<file path="src/hdl/fcs_pkg.sv">
// ----------------------------------------------------------------------------
// fcs_pkg: shared types and constants for the FPU compare and status unit
// Operation codes, status word layout and the request/result payloads.
// ----------------------------------------------------------------------------
`default_nettype none
package fcs_pkg;

  typedef enum logic [1:0] {
    OP_COMPARE = 2'd0,
    OP_WRITE   = 2'd1,
    OP_READ    = 2'd2,
    OP_NONE    = 2'd3
  } op_t;

  localparam logic [4:0]  IDX_IMPL = 5'd0;
  localparam logic [4:0]  IDX_STATUS = 5'd31;

  localparam logic [31:0] WRITABLE_MASK = 32'h0183ffff;
  localparam logic [31:0] CAUSE_FIELD   = 32'h0003f000;
  localparam logic [31:0] IMPL_WORD     = 32'h00000a00;
  localparam logic [31:0] SP_EXP        = 32'h7f800000;
  localparam logic [31:0] SP_QUIET      = 32'h00400000;
  localparam logic [63:0] DP_EXP        = 64'h7ff0000000000000;
  localparam logic [63:0] DP_QUIET      = 64'h0008000000000000;
  localparam logic [31:0] SP_FRAC       = 32'h007fffff;
  localparam logic [63:0] DP_FRAC       = 64'h000fffffffffffff;

  localparam int BIT_FLAG_INV   = 6;
  localparam int BIT_ENA_INV    = 11;
  localparam int BIT_CAUSE_INV  = 16;
  localparam int BIT_UNIMPL     = 17;
  localparam int BIT_COND       = 23;

  typedef struct packed {
    logic [1:0]  operation;
    logic        double_format;
    logic [63:0] left_operand;
    logic [63:0] right_operand;
    logic [3:0]  predicate;
    logic [4:0]  control_index;
    logic [31:0] write_value;
  } req_t;

  typedef struct packed {
    logic        condition_flag;
    logic        fp_exception;
    logic [31:0] read_data;
  } rsp_t;

  // Compare classification handed to the status update
  typedef struct packed {
    logic a_nan;
    logic b_nan;
    logic a_inv;
    logic b_inv;
    logic less;
    logic equal;
  } cmp_t;

endpackage
`default_nettype wire

</file>
<file path="src/hdl/fcs_if.sv">
// ----------------------------------------------------------------------------
// fcs_if: valid/ready channel carrying one payload
// Generic stream interface used for the request and result channels.
// ----------------------------------------------------------------------------
`default_nettype none
interface fcs_if #(parameter int W = 1);
  logic         valid;
  logic         ready;
  logic [W-1:0] data;
  modport source (output valid, output data, input ready);
  modport sink   (input valid, input data, output ready);
endinterface
`default_nettype wire

</file>
<file path="src/hdl/fcs_cmp.sv">
// ----------------------------------------------------------------------------
// fcs_cmp: operand classifier and sign-magnitude comparator
// Detects NaN operands and invalid causes and orders the two operands.
// ----------------------------------------------------------------------------
`default_nettype none
module fcs_cmp (
  input  wire logic                dbl,
  input  wire logic [63:0]         a_in,
  input  wire logic [63:0]         b_in,
  input  wire logic                signaling,
  output fcs_pkg::cmp_t            cmp
);
  logic [63:0] a, b, expm, qbit, fracm, sgn, am, bm;
  logic        as, bs, an, bn, mlt, meq;

  // Select format masks and trim singles to the low word
  always_comb begin
    if (dbl) begin
      a = a_in;
      b = b_in;
      expm = fcs_pkg::DP_EXP;
      qbit = fcs_pkg::DP_QUIET;
      fracm = fcs_pkg::DP_FRAC;
      sgn = 64'h8000000000000000;
    end else begin
      a = {32'd0, a_in[31:0]};
      b = {32'd0, b_in[31:0]};
      expm = {32'd0, fcs_pkg::SP_EXP};
      qbit = {32'd0, fcs_pkg::SP_QUIET};
      fracm = {32'd0, fcs_pkg::SP_FRAC};
      sgn = 64'h0000000080000000;
    end
    an = ((a & expm) == expm) && ((a & fracm) != 64'd0);
    bn = ((b & expm) == expm) && ((b & fracm) != 64'd0);
    am = a & ~sgn;
    bm = b & ~sgn;
    as = (a & sgn) != 64'd0;
    bs = (b & sgn) != 64'd0;
    mlt = am < bm;
    meq = am == bm;
  end

  // Order by sign and magnitude, zeros equal
  always_comb begin
    cmp.a_nan = an;
    cmp.b_nan = bn;
    cmp.a_inv = an && (signaling || ((a & qbit) != 64'd0));
    cmp.b_inv = bn && (signaling || ((b & qbit) != 64'd0));
    cmp.less = 1'b0;
    cmp.equal = 1'b0;
    if (am == 64'd0 && bm == 64'd0) begin
      cmp.equal = 1'b1;
    end else if (as != bs) begin
      cmp.less = as;
    end else if (!as) begin
      cmp.less = mlt;
      cmp.equal = meq;
    end else begin
      cmp.less = !mlt && !meq;
      cmp.equal = meq;
    end
  end
endmodule
`default_nettype wire

</file>
<file path="src/hdl/fpu_compare_and_status_top.sv">
// ----------------------------------------------------------------------------
// fpu_compare_and_status_top: coprocessor-1 compare and control/status unit
// Channel  Dir  Ports
// in       in   in_valid, in_ready, in_data (fcs_pkg::req_t)
// out      out  out_valid, out_ready, out_data (fcs_pkg::rsp_t)
// One request per cycle while out_ready does not hold the result register; result appears the cycle after acceptance.
// Compare and status update run in one pass between input and result register.
// The result register holds while out_ready is low; in_ready follows it.
// Synchronous active-low reset clears the status word and valid.
// ----------------------------------------------------------------------------
`default_nettype none
module fpu_compare_and_status_top (
  input  wire logic clk,
  input  wire logic rst_n,
  fcs_if.sink       in_if,
  fcs_if.source     out_if
);
  fcs_pkg::req_t req;
  fcs_pkg::cmp_t cmp;
  fcs_pkg::rsp_t rsp_r, rsp_nxt;
  logic          vld_r;
  logic [31:0]   status_r, status_nxt;
  logic          acc, trap;

  assign req = fcs_pkg::req_t'(in_if.data);
  assign in_if.ready = !vld_r || out_if.ready;
  assign acc = in_if.valid && in_if.ready;
  assign out_if.valid = vld_r;
  assign out_if.data = rsp_r;

  fcs_cmp u_cmp (
    .dbl       (req.double_format),
    .a_in      (req.left_operand),
    .b_in      (req.right_operand),
    .signaling (req.predicate[3]),
    .cmp       (cmp)
  );

  // Compute next status and result for the accepted request
  always_comb begin
    status_nxt = status_r;
    rsp_nxt = '0;
    trap = 1'b0;
    case (fcs_pkg::op_t'(req.operation))
      fcs_pkg::OP_COMPARE: begin
        status_nxt = status_r & ~fcs_pkg::CAUSE_FIELD;
        if (cmp.a_inv || cmp.b_inv) begin
          status_nxt[fcs_pkg::BIT_CAUSE_INV] = 1'b1;
          if (status_r[fcs_pkg::BIT_ENA_INV]) trap = 1'b1;
          else status_nxt[fcs_pkg::BIT_FLAG_INV] = 1'b1;
        end
        if (!trap) begin
          if (cmp.a_nan || cmp.b_nan) status_nxt[fcs_pkg::BIT_COND] = req.predicate[0];
          else status_nxt[fcs_pkg::BIT_COND] = (req.predicate[2] && cmp.less) ||
                                                (req.predicate[1] && cmp.equal);
        end
      end
      fcs_pkg::OP_WRITE: begin
        if (req.control_index == fcs_pkg::IDX_STATUS) begin
          status_nxt = req.write_value & fcs_pkg::WRITABLE_MASK;
          trap = status_nxt[fcs_pkg::BIT_UNIMPL] ||
                 ((status_nxt[16:12] & status_nxt[11:7]) != 5'd0);
        end
      end
      fcs_pkg::OP_READ: begin
        if (req.control_index == fcs_pkg::IDX_IMPL) rsp_nxt.read_data = fcs_pkg::IMPL_WORD;
        else if (req.control_index == fcs_pkg::IDX_STATUS) rsp_nxt.read_data = status_r;
      end
      default: ;
    endcase
    rsp_nxt.condition_flag = status_nxt[fcs_pkg::BIT_COND];
    rsp_nxt.fp_exception = trap;
  end

  // Advance control state
  always_ff @(posedge clk) begin
    if (!rst_n) begin
      vld_r <= 1'b0;
      status_r <= '0;
    end else begin
      if (acc) begin
        vld_r <= 1'b1;
        status_r <= status_nxt;
      end else if (out_if.ready) begin
        vld_r <= 1'b0;
      end
    end
  end

  // Hold result payload
  always_ff @(posedge clk) begin
    if (acc) rsp_r <= rsp_nxt;
  end
endmodule
`default_nettype wire

</file>
<file path="src/flat_wrapper.sv">
// flat-port wrapper written by rule: the top's interface ports become plain ports
module fpu_compare_and_status_top_flat 
  (clk, rst_n, in_if_valid, in_if_data, in_if_ready, out_if_valid, out_if_data, out_if_ready);
  fcs_if #(.W($bits(fcs_pkg::req_t))) in_if_i ();
  fcs_if #(.W($bits(fcs_pkg::rsp_t))) out_if_i ();
  input  wire logic clk;
  input  wire logic rst_n;
  input wire logic [$bits(in_if_i.valid)-1:0] in_if_valid;
  input wire logic [$bits(in_if_i.data)-1:0] in_if_data;
  output wire logic [$bits(in_if_i.ready)-1:0] in_if_ready;
  output wire logic [$bits(out_if_i.valid)-1:0] out_if_valid;
  output wire logic [$bits(out_if_i.data)-1:0] out_if_data;
  input wire logic [$bits(out_if_i.ready)-1:0] out_if_ready;
  assign in_if_i.valid = in_if_valid;
  assign in_if_i.data = in_if_data;
  assign in_if_ready = in_if_i.ready;
  assign out_if_valid = out_if_i.valid;
  assign out_if_data = out_if_i.data;
  assign out_if_i.ready = out_if_ready;
  fpu_compare_and_status_top u_core (.clk(clk), .rst_n(rst_n), .in_if(in_if_i), .out_if(out_if_i));
endmodule
</file>
<file path="config.mk">
export PLATFORM = sky130hd
export DESIGN_NAME = fpu_compare_and_status_top_flat
export DESIGN_NICKNAME = d
export VERILOG_FILES = /design/src/hdl/fcs_pkg.sv /design/src/hdl/fcs_if.sv /design/src/hdl/fcs_cmp.sv /design/src/hdl/fpu_compare_and_status_top.sv /design/src/flat_wrapper.sv
export SDC_FILE = /design/constraint.sdc
export NUM_CORES = 1
export LEC_CHECK = 0
export BUFFER_PORTS_ARGS = -buffer_cell sky130_fd_sc_hd__buf_2
export CAP_MARGIN = 25
export CORE_UTILIZATION = 40
export CTS_CLUSTER_SIZE = 8
export DETAILED_ROUTE_END_ITERATION = 8
export GPL_ROUTABILITY_DRIVEN = 0
export PLACE_DENSITY = 0.74
export SLEW_MARGIN = 20
export SYNTH_ARGS = -nofsm -noshare
export SYNTH_HDL_FRONTEND = slang
export SYNTH_SLANG_ARGS = --single-unit
</file>
<file path="constraint.sdc">
create_clock -name clk -period 2.5 [get_ports clk]
set_input_delay 0 -clock clk [delete_from_list [all_inputs] [get_ports clk]]
set_output_delay 0 -clock clk [all_outputs]
set_load 0.05 [all_outputs]
</file>
After elaboration in Yosys (flattened, before gate mapping)
Index checks and enable logic that the tools add are counted.

operators by class
  divide/modulo/power cells = 0
  mux-type cells = 27
  equal/unequal tests = 10
  magnitude comparators = 1
  shifts and indexed selects = 0
  multipliers = 0
  bitwise gates (word level) = 15
  add/sub/neg operators = 0
  reduce and logical (&&, ||, !) cells = 36

operators with widths
  cell                                            number
  bitwise AND 64 bit                              9
  nonzero test 64 bit                             6
  == test 64 bit                                  3
  two-way mux 64 bit                              3
  zero test 64 bit                                2
  two-way mux 52 bit                              2
  bitwise AND 64 x 63 -> 64 bit                   1
  < comparator 64 bit                             1
  NOT 64 bit                                      1
  one-hot mux 32 bit (2 select lines)             1
  two-way mux 63 bit                              1
  two-way mux 32 bit                              1
  two-way mux 12 bit                              2
  two-way mux 1 bit                               15
  logical AND 1 bit                               9
  logical OR 1 bit                                7
  bitwise AND 5 bit                               1
  == test 5 bit (second input constant)           1
  zero test 5 bit                                 1
  AND reduction 5 bit                             1
  nonzero test 5 bit                              1
  != test 2 x 1 -> 1 bit (second input constant)  2
  AND reduction 4 bit                             1
  nonzero test 2 bit                              2
  11 further kinds                                15

word-level totals
  memory bits (writable) = 0
  memories kept = 0
  word-level logic and storage cells = 98
  flip-flop bits (word level) = 67
  bits in latches = 0
  memory bits (read-only) = 0

Logic depth before layout (Yosys ltp)
  depth in word-level cells = 14
  depth in mapped cells = 15

Hierarchy
From an unflattened synthesis, not the netlist that was laid out.

second synthesis, totals
  cell total of the unflattened synthesis = 530
  area, all modules = 4319.1 sq um

by module, submodules not included
  module                      sequential area each (sq um)  cells an instance  times used  area an instance (sq um)
  fcs_cmp                     0.0                           349                1           2394.8
  fpu_compare_and_status_top  1081.0                        181                1           1924.3

Least setup slack after synthesis
Ideal clock, no wire load.

  path kind = input port to flip-flop
  start point = in in_if_data[169]
  end point = reg u_core.status_r[23]
  data arrival time = 2605 ps
  path slack = -183 ps
  required time = 2422 ps
  buffers on the path = 4
  cell stages on the path = 13
  path through = buf_6 > buf_2 > clkbuf_1 > clkbuf_1 > nand2_1 > ha_1 > nand4_2 > nor4_2 > nand3_1 > or4_1 > o311a_1 > a21o_1 > a31oi_1

on the way
  cells in the longest elaborated chain, start to end = 14

RTL lines
  element                                                       RTL line                          text
  start, declared                                               flat_wrapper.sv:9                 input wire logic [$bits(in_if_i.data)-1:0] in_if_data;
  two-way mux 64 bit                                            fcs_cmp.sv:18                     if (dbl) begin
  NOT 64 bit                                                    fcs_cmp.sv:35, fcs_cmp.sv:36
  bitwise AND 64 bit, on equally long branches                  fcs_cmp.sv:35, fcs_cmp.sv:36
  < comparator 64 bit / == test 64 bit (equally long branches)  fcs_cmp.sv:39, fcs_cmp.sv:40
  zero test 1 bit                                               fcs_cmp.sv:59                     cmp.less = !mlt && !meq;
  logical AND 1 bit                                             fcs_cmp.sv:59
  two-way mux 2 bit                                             fcs_cmp.sv:55                     end else if (!as) begin
  two-way mux 1 bit                                             fcs_cmp.sv:53                     end else if (as != bs) begin
  two-way mux 1 bit                                             fcs_cmp.sv:51                     if (am == 64'd0 && bm == 64'd0) begin
  logical AND 1 bit                                             fpu_compare_and_status_top.sv:54  else status_nxt[fcs_pkg::BIT_COND] = (req.predicate[2] && cmp.less) ||
  logical OR 1 bit                                              fpu_compare_and_status_top.sv:54
  two-way mux 1 bit                                             fpu_compare_and_status_top.sv:53  if (cmp.a_nan || cmp.b_nan) status_nxt[fcs_pkg::BIT_COND] = req.predicate[0];
  two-way mux 1 bit *                                           fpu_compare_and_status_top.sv:52  if (!trap) begin
  one-hot mux 32 bit (2 select lines) *                         fpu_compare_and_status_top.sv:44  case (fcs_pkg::op_t'(req.operation))
  end signal, assigned                                          fpu_compare_and_status_top.sv:83  status_r <= status_nxt;
  end, declared                                                 fpu_compare_and_status_top.sv:22  logic [31:0] status_r, status_nxt;

Mark *: on every way between the ends. The rest lies on a longest branch, timed or not. The select of a mux whose other input is x is not followed.
A chain may end at the register's enable or synchronous reset.

Worst setup path in the final report
Ends and elaborated chain as after synthesis.

==> reports/qor.csv <==
stage;metric;value;unit
run_status;status;completed;
clock_tree;htreeDepth;2;
timing;finalClockSkew;0.00833;ns
synth;synth_warnings;0;
cells_and_area;final_cells;869;
timing;rsz0062_at_grt;false;
timing;finalCritPeriodShare;85.8;%
route;ant_nets;0;
clock_tree;cts.path.max_buffers;2;
synth;synth_cell_types;52;
power_and_ir_drop;pwr_density_cell;358;nW/um^2
die;die_h;105;um
setup_path;required;2.72;ns
power_and_ir_drop;pwr-share-seq;38.5;%
timing;period_needed;2.15;ns
global_route;grt_pass1_wl;20400;um
power_and_ir_drop;pwr-share-clk;26.5;%
synth;synthAdderAreaFrac;18.8;%
power_and_ir_drop;power_switching;0.656;mW
global_route;grt_pass1_vias;4520;
clock_tree;cts_tree;built;
route;avgViaCountPerCell;5.46;
clock_tree;clock-sinks;43;
synth;synthArstFlopShare;0;%
setup_path;cp-end-kind;register;
setup_path;startpoint_type;input pin;
clock_tree;root_buffer;clkbuf_8;
route;via_count;4744;
clock_tree;numCtsBuffers;5;
global_route;grt_usage;22.6;%
placed_design;dpl.cell_count;847;
setup_path;critPathMaxFanout;14;
synth;syn_inst;533;
setup_path;crit_type;in2reg;
synth;synth_top_family_by_area;simple AND/OR/NAND/NOR gates;
die;dieArea;11100;sq um
hold_path;hp-class;in2reg;
synth;avgSynthCellArea;7.98;sq um
cells_and_area;synthToLayoutAreaGrowth;30.6;%
timing;fin_tns_setup;0;ns
power_and_ir_drop;p_leak;2.66;nW
route;avgRoutedWirePerCell;14.9;um
clock_tree;cts_setup_buffers;0;
global_route;overflow;0;
timing;worst_pin_slew;0.590;ns
timing;hold_violations;0;
synth;synth-compound-area-share;14.7;%
power_and_ir_drop;vdd_drop_max;0.237;mV
synth;synthMuxAreaShare;0.941;%
route;dr.first_iter.drc_count;349;
setup_path;crit_arrival;2.37;ns
setup_path;rrSetupSlack;0.96;ns
placed_design;port_buffers;187;
clock_tree;insertion_delay;0.29;ns
flow_run;max_cap_viol_count;0;
synth;seq_area_frac_synth;25.4;%
die;core_area;10300;sq um
timing;setup_violations;0;
placed_design;place_hpwl;10900;um
die;pin_count;212;
die;die_x;105;um
timing;fmax;466;MHz
power_and_ir_drop;swShare;33.0;%
cells_and_area;fillCellCount;962;
die;start_util;41.2;%
route;drc;0;
synth;syn-cell-area;4250;sq um
synth;yosys.area_share.simple;32.6;%
timing;relSlewSlack;60.4;%
clock_tree;cts_resized;0;
synth;synth_ff_type;edfxtp_1;
synth;synth-edff-count;22;
synth;ys_ff_latch;43;
cells_and_area;drive_gt1_share;28.6;%
route;drt_first_pass_iters;5;
power_and_ir_drop;intPower;1.33;mW
timing;slew_violations;0;
global_route;antenna_found_initial;0;
clock_tree;path_clk_slew;0.08;ns
cells_and_area;final_nets;971;
die;num_rows;37;
route;drt_wl_total;13000;um
clock_tree;cts_hold_buf;13;
global_route;grt_max_degree;47;
synth;synth-xor-area-share;0.206;%
power_and_ir_drop;combPwrFrac;35.1;%
-- sequential cells by signal (all words and copies together), names as in the netlist --
| register | flops |
|---|---|
| u_core.out_if.valid | 1 |
| u_core.status_r | 20 |
| u_core.out_if.data | 22 |
-- final timing paths --
check,from,end,depth (start not counted)
setup reg to reg,u_core.out_if.valid$_SDFFE_PN0P_,u_core.status_r[6]$_SDFFE_PN0P_,6
setup / recovery,in_if_data[169],u_core.status_r[23]$_SDFFE_PN0P_,11
hold / removal,in_if_data[12],u_core.status_r[12]$_SDFFE_PN0P_,3
hold reg to reg,u_core.status_r[4]$_SDFFE_PN0P_,u_core.status_r[4]$_SDFFE_PN0P_,2
-- cell families (layout without fill, tap and decap cells) --
group                      after synthesis  count (layout)
muxes                                    4               4
DFF                                     43              43
AOI/OAI and AO/OA                       93              93
buffers and inverters                   66             253
and+or+nand+nor                        260             260
xor gates and xnor gates                 1               1
other                                    2              15
adders and majority gates               64              64
-- worst max-delay path, stage by stage --
cell     delay (ns)
buf_2          0.23
buf_4          0.22
nand2_1        0.07
ha_1           0.33
nand4_4        0.14
nor4_2         0.25
nand3_1        0.15
or4_1          0.52
o311a_1        0.14
a21o_1         0.19
a31oi_1        0.12
-- cell usage after synthesis, types with 2 or more instances --
master / n / area [sq um]
a21boi_0: 13 / 97.6
a211oi_1: 3 / 22.5
nand2_1: 85 / 319
and3_1: 4 / 25.0
nand3_1: 17 / 85.1
a21o_1: 7 / 52.6
nor2_1: 16 / 60.1
o21a_1: 2 / 15.0
nor2b_1: 8 / 50.1
nor4_1: 33 / 206
nor3_1: 10 / 50.1
edfxtp_1: 22 / 661
nor4_2: 2 / 25.0
o31ai_1: 2 / 15.0
inv_1: 38 / 143
dfxtp_1: 21 / 420
conb_1: 2 / 7.51
a22oi_1: 7 / 52.6
nand2b_1: 2 / 12.5
a221oi_1: 2 / 17.5
a21oi_1: 28 / 140
o21ai_0: 12 / 60.1
buf_4: 12 / 90.1
ha_1: 64 / 801
nand4_1: 26 / 163
mux2i_1: 4 / 40.0
and2_1: 49 / 307
a2111oi_0: 2 / 17.5
clkbuf_1: 13 / 48.8
or4_1: 3 / 22.5
a41oi_1: 2 / 17.5
nand4_2: 2 / 25.0
-- cells in the final DEF, fill, tap and decap left out, types with 5 or more instances in the layout --
master / Yosys / final
ha_1: 64 / 64
nand3_1: 17 / 17
edfxtp_1: 22 / 22
conb_1: 2 / 14
buf_4: 12 / 6
and2_1: 49 / 49
nor2b_1: 8 / 8
dfxtp_1: 21 / 21
a22oi_1: 7 / 7
nor4_1: 33 / 33
a21boi_0: 13 / 13
nor3_1: 10 / 10
a21oi_1: 28 / 28
o21ai_0: 12 / 12
nand4_1: 26 / 26
nor2_1: 16 / 16
clkbuf_8: 0 / 5
buf_2: 1 / 187
inv_1: 38 / 38
a21o_1: 7 / 7
nand2_1: 85 / 85
dlygate4sd3_1: 0 / 13
-- per-layer routing --
metal,wire length [um],up-vias,GRT usage [%]
met5,0,-,0
met4,344,0,7.14
met3,940,40,3.81
met2,6180,219,40.2
met1,5510,2164,27.7
li1,-,2321,-
-- power by group through the flow --
| stage | registers (mW) | clock network [mW] | logic, mW |
|---|---|---|---|
| after floorplan | 0.848 | 0 | 0.351 |
| after global placement | 0.782 | 0 | 0.652 |
| after detailed placement | 0.783 | 0 | 0.672 |
| after CTS | 0.766 | 0.541 | 0.690 |
| after global routing | 0.768 | 0.571 | 0.764 |
| final | 0.766 | 0.527 | 0.698 |
-- stage by stage --
| step | worst slack, ns | utilization, % | power [mW] | instance area (sq um) | hold WS (ns) |
|---|---|---|---|---|---|
| after floorplan | 0.0182 | - | 1.20 | 4310 | 0.138 |
| after global placement | 0.101 | 51.4 | 1.43 | 5310 | 0.256 |
| after detailed placement | 0.0533 | 51.4 | 1.45 | 5310 | 0.259 |
| after CTS | 0.357 | 53.8 | 2.00 | 5550 | 0.00735 |
| after global routing | 0.157 | 53.8 | 2.10 | 5550 | 0.0260 |
| final | 0.355 | 53.8 | 1.99 | 5560 | 0.0165 |
-- area by class of cell --
class | instances | area [sq um] | area share (%)
multi-input combinational | 436 | 2920 | 52.5
sequential | 43 | 1080 | 19.5
antenna | 1 | 2.50 | 0.0450
timing repair buffer | 207 | 1130 | 20.4
clock buffer | 5 | 68.8 | 1.24
clock inverter | 3 | 43.8 | 0.788
tap | 136 | 170 | 3.06
inverter | 38 | 143 | 2.57
(Power assumes the default switching activity.)
